[config.mk]
export PLATFORM = sky130hd
export DESIGN_NAME = sfs_mul
export DESIGN_NICKNAME = d
export VERILOG_FILES = /design/src/hdl/sfs_pkg.sv /design/src/hdl/sfs_mul.sv
export SDC_FILE = /design/constraint.sdc
export NUM_CORES = 2
export LEC_CHECK = 0
export BUFFER_PORTS_ARGS = -buffer_cell sky130_fd_sc_hd__buf_4
export CORE_UTILIZATION = 60
export CTS_CLUSTER_SIZE = 14
export DETAILED_ROUTE_END_ITERATION = 16
export PLACE_DENSITY = 0.81
export SYNTH_ARGS = -nofsm -noshare
export SYNTH_HDL_FRONTEND = slang
export SYNTH_SLANG_ARGS = --single-unit
export TNS_END_PERCENT = 20
[constraint.sdc]
create_clock -name clk_i -period 8.3 [get_ports clk_i]
set_input_delay 1.66 -clock clk_i [delete_from_list [all_inputs] [get_ports clk_i]]
set_output_delay 1.66 -clock clk_i [all_outputs]
set_load 0.005 [all_outputs]
[src/hdl/sfs_pkg.sv]
`timescale 1ns / 1ps
// Shared types, widths and constant-table builders for the square-wave Fourier
// synthesizer. No dependencies.
package sfs_pkg;

  localparam int unsigned MaxHarmonicsDef  = 64;
  localparam int unsigned SineTableBitsDef = 10;

  localparam int unsigned AmpW    = 16;
  localparam int unsigned FreqW   = 32;
  localparam int unsigned LimW    = 7;
  localparam int unsigned TimeW   = 32;
  localparam int unsigned SampleW = 24;
  localparam int unsigned CfgW    = 32;
  localparam int unsigned CfgIdxW = 2;
  localparam int unsigned PhaseW  = 32;
  localparam int unsigned CoefW   = 32;
  localparam int unsigned QsineW  = 16;
  localparam int unsigned SineW   = 17;
  localparam int unsigned MulW    = 33;
  localparam int unsigned ProdW   = 2 * MulW;

  localparam logic [AmpW-1:0]  AmpRst   = AmpW'(256);
  localparam logic [FreqW-1:0] FreqRst  = FreqW'(65536);
  localparam logic [LimW-1:0]  LimitRst = LimW'(8);

  localparam longint unsigned HalfPiQ30    = 64'd1686629713;
  localparam longint unsigned TwoOverPiQ32 = 64'd2734261102;

  typedef enum logic [CfgIdxW-1:0] {
    CfgAmplitude = 2'd0,
    CfgFrequency = 2'd1,
    CfgLimit     = 2'd2
  } cfg_idx_e;

  // sin(pi/2 * q / quarter) with 15 fraction bits, Taylor terms up to x^11
  function automatic logic [QsineW-1:0] sfs_quarter_sine(input int unsigned q,
                                                          input int unsigned tbits);
    logic [63:0]        x;
    logic [63:0]        x2;
    logic [63:0]        term;
    logic signed [63:0] sum;
    logic [63:0]        rnd;
    x    = (HalfPiQ30 * 64'(q) + (64'd1 << (tbits - 3))) >> (tbits - 2);
    x2   = (x * x) >> 30;
    term = x;
    sum  = signed'(x);
    term = ((term * x2) >> 30) / 64'd6;
    sum  = sum - signed'(term);
    term = ((term * x2) >> 30) / 64'd20;
    sum  = sum + signed'(term);
    term = ((term * x2) >> 30) / 64'd42;
    sum  = sum - signed'(term);
    term = ((term * x2) >> 30) / 64'd72;
    sum  = sum + signed'(term);
    term = ((term * x2) >> 30) / 64'd110;
    sum  = sum - signed'(term);
    if (sum < 0) begin
      sum = '0;
    end
    rnd = (unsigned'(sum) + 64'd16384) >> 15;
    return rnd[QsineW-1:0];
  endfunction

endpackage

[src/hdl/sfs_mul.sv]
`timescale 1ns / 1ps
// Shared signed multiplier with a registered product.
// Depends on sfs_pkg.
module sfs_mul import sfs_pkg::*; (
  input  logic                    clk_i,
  input  logic signed [MulW-1:0]  a_i,
  input  logic signed [MulW-1:0]  b_i,
  output logic signed [ProdW-1:0] prod_o
);

  logic signed [ProdW-1:0] prod_q;

  always_ff @(posedge clk_i) begin
    prod_q <= a_i * b_i;
  end

  assign prod_o = prod_q;

endmodule

After elaboration in Yosys (flattened, before gate mapping). Index checks and enable logic that the tools add are counted.

Flip-flop bits (word level): 66. Memories kept: 0. Bits in writable memories: 0. Memory bits (read-only): 0. Bits in latches: 0. Input bits: 67.

Bitwise operators: 0. Reduce and logical (&&, ||, !) cells: 0. Div/mod/pow operators: 0. Shift operators: 0. Magnitude comparators: 0. Add/sub/neg operators: 0. Equal/unequal tests: 0. Multiply operators: 1. Muxes and demuxes: 0.

Operators with widths (number): 33-bit by 33-bit multiplier with 66-bit output (1).

Longest topological paths before layout.
Word-level depth: 1. Depth in mapped cells: 27. Gate-level depth less buffers: 26.

Worst setup path before layout. Ideal clock, no wire load.

Kind: input port to flip-flop. From: input port a_i[32]. To: register prod_q[62] (netlist: prod_o[62]). Cell stages on the path: 23. Setup time: 0.079 ns. Slack: -0.596 ns. Required time: 8.221 ns. Arrival time: 8.817 ns. Cells stage by stage: clkbuf_1 > nand2_1 > inv_1 > fa_1 > fa_1 > fa_1 > fa_1 > fa_1 > fa_1 > fa_1 > inv_1 > fa_1 > inv_1 > ha_1 > clkbuf_1 > and3_1 > nand3_1 > nand2b_1 > a2111oi_4 > a211oi_4 > a21o_2 > a21o_1 > a211oi_2.

Cells in the longest elaborated chain, start to end: 1.

RTL lines: start: declaration (line sfs_mul.sv:6) `input logic signed [MulW-1:0] a_i,`; 33-bit by 33-bit multiplier with 66-bit output (line sfs_mul.sv:14) `prod_q <= a_i * b_i;`; end signal: assignment (line sfs_mul.sv:14); end: declaration (line sfs_mul.sv:11) `logic signed [ProdW-1:0] prod_q;`.

No other way between the ends.

Worst setup path after layout.
From: input port a_i[32]. To: register prod_q[59] (netlist: prod_o[59]).

Same word-level chain as after synthesis.

==> results.txt <==
Async S/R FF share, synth = 0%
synthesized cell area = 40,700 µm²
Max Slew Vio Count = 0
Top FF cell, synth = dfxtp_1
CTS tree = done
# IOs = 133
Worst Max-Slew Pin Slew = 0.772 ns
Syn-to-layout area delta = 17.7%
Distinct cells, synth = 80
clk buf depth = 2
vias per inst = 5.59
leading area contributor after synthesis = fa_1
Initial Util = 60.7%
row cnt = 95
Pre-antenna DRT Iters = 8
CP Class = input port to register
Final setup viols = 0
wire per inst = 20.8 µm
Core ar. = 67,200 µm²
port bufs = 132
Final HPWL DP = 99.7 mm
Hold Crit Class = input port to register
Clock Sinks = 66
Fillers = 4,485
DRC = 0
ranking of synthesized cells by area = fa_1 (56%), inv_1 (10%), and2_1 (8.6%)
die area = 68,900 µm²
Maximum Capacitance Violations = 0
gpl congestion = 0.957
outcome = complete, no violations
H-tree depth reported by CTS = 3
via count = 31,601
clk slew on worst S/H paths = 0.07 ns
Final Net Count = 6,202
register area = 1320 µm²
Mapped Cells = 4,338
critical path required time = 8.58 ns
number of global-route vias before repair = 34,500
fin crit share = 99.6%
initial antenna violation count = 5
post-synth top area share = 56.3%
DR iter-0 viols = 2,328
Root Buffer = clkbuf_16
Hold Buf Count CTS = 0
Mean Syn Cell Area = 9.39 µm²
dpl cell area = 45,900 µm²
crit path time final = 8.27 ns
register area share after synthesis = 3.24%
Worst EP arrival = 8.55 ns
crit path max fanout = 7
RSZ-0062 raised after global routing = true
Hold Fails Final Rpt = 0
grt ovf = 0
net count after synthesis = 5,767
startpoint class of the critical path = input port
Rel. slew slack = 48.1%
Die Width = 263 µm
first-pass GRT wire length = 183 mm
EDFF count, synth = 0
Highest Clock Rate = 121 MHz
largest net degree at the start of global routing = 27
share of layout cells above drive strength 1 = 18.4%
Multi-input gate area = 35,100 µm²
Yosys warnings = 0
Total Routed Length = 118 mm
max reg flops = 66
fin util = 71.4%
all-layer global routing usage = 34.5%
Inserted Clock Buffers = 9
crit end category = register
Final Cell Area = 47,900 µm²
FF+latch count, synth = 66
die height = 263 µm
ANT nets after route = 0
## cell type report
cell class / instances / area share, %
repair buffers: 644 / 12.0
multi-input cells: 2920 / 73.3
flip-flops and latches: 66 / 2.76
clock inverters: 7 / 0.295
diodes: 4 / 0.0209
repair inverters: 1 / 0.0104
inverters: 1131 / 8.87
well taps: 873 / 2.28
clock buffers: 9 / 0.470
## logic make-up (layout without fill, tap and decap cells)
group | after synthesis | in the layout | share of synthesized area, %
adders and majority gates | 1362 | 1362 | 62.9
DFF | 66 | 66 | 3.24
xor gates and xnor gates | 68 | 68 | 1.46
buffers and inverters | 1352 | 1792 | 12.5
and+or+nand+nor | 1271 | 1271 | 15.8
AOI/OAI and AO/OA | 219 | 219 | 4.07
other | 0 | 4 | 0
## cell usage after synthesis, drive strengths merged, types with 3 or more instances
| cell | n |
|---|---|
| fa | 1145 |
| inv | 1131 |
| and2 | 563 |
| nand2 | 551 |
| ha | 217 |
| clkbuf | 208 |
| nor2 | 68 |
| dfxtp | 66 |
| a21oi | 61 |
| xnor2 | 43 |
| a21o | 38 |
| o21ai | 33 |
| nand3 | 26 |
| xor2 | 25 |
| buf | 13 |
| nand2b | 12 |
| nand4 | 12 |
| a211oi | 11 |
| o21bai | 11 |
| a31oi | 9 |
| nor3 | 7 |
| o31ai | 7 |
| a211o | 6 |
| and3 | 6 |
| o21a | 6 |
| and4 | 5 |
| nor2b | 5 |
| o211ai | 5 |
| a21boi | 3 |
| a221oi | 3 |
| nor4 | 3 |
| or2 | 3 |
| or3 | 3 |
## worst max-delay path: stages
cell     delay [ns]
buf_16         0.13
and2_4         0.15
fa_1           0.54
fa_1           0.60
fa_2           0.50
buf_12         0.17
fa_2           0.63
buf_12         0.15
fa_1           0.45
fa_1           0.55
fa_1           0.52
inv_1          0.05
fa_1           0.53
inv_1          0.09
ha_4           0.28
and2_4         0.14
and3_4         0.19
nand4_1        0.14
nor4_4         0.38
a21oi_4        0.15
o31ai_2        0.27
xor2_1         0.28
## through the flow
| step | hold slack, ns | worst slack [ns] | setup TNS [ns] | cells |
|---|---|---|---|---|
| after floorplan | 1.79 | -0.0493 | -0.0647 | 4338 |
| after global placement | 2.04 | -0.531 | -10.28 | 5589 |
| after detailed placement | 2.04 | -0.588 | -12.80 | 5589 |
| after CTS | 1.84 | -0.00165 | -0.00215 | 5608 |
| after global routing | 1.82 | -0.129 | -0.865 | 5655 |
| final | 1.82 | 0.0302 | 0 | 5655 |
## path summary, 6_finish.rpt
| kind | start | to | slack (ns) | cells past startpoint |
|---|---|---|---|---|
| hold / removal | b_i[0] | prod_o[0]$_DFF_P_ | 1.82 | 3 |
| setup / recovery | a_i[32] | prod_o[59]$_DFF_P_ | 0.03 | 22 |
## routing by layer
metal / track usage (%) / up-vias / share of wire [%]
li1: - / 13206 / -
met5: 0 / - / 0.0093
met4: 25.7 / 2 / 9.3
met2: 59.8 / 1485 / 51
met1: 38.5 / 16342 / 33
met3: 5.46 / 566 / 6.6
## cells in the final DEF, fill, tap and decap left out, types with 54 or more instances in the layout
cell     Yosys  routed
buf_4        0     515
fa_1      1145    1091
dfxtp_1     66      66
and2_1     562     549
fa_2         0      54
buf_6        1      71
ha_1       217     197
inv_1     1131    1101
nand2_1    551     537
nor2_1      68      60
## timing repair
| item | CTS | global route |
|---|---|---|
| cloned | 0 | 5 |
| pin swaps | 18 | 151 |
| endpoints found under the setup margin | 16 | 35 |
| buffers inserted | 3 | 43 |
| gates resized for setup | 42 | 286 |
Power is left out: the tool's default activity adds up to more than one toggle a clock period on the data nets, which glitch-free logic cannot reach.
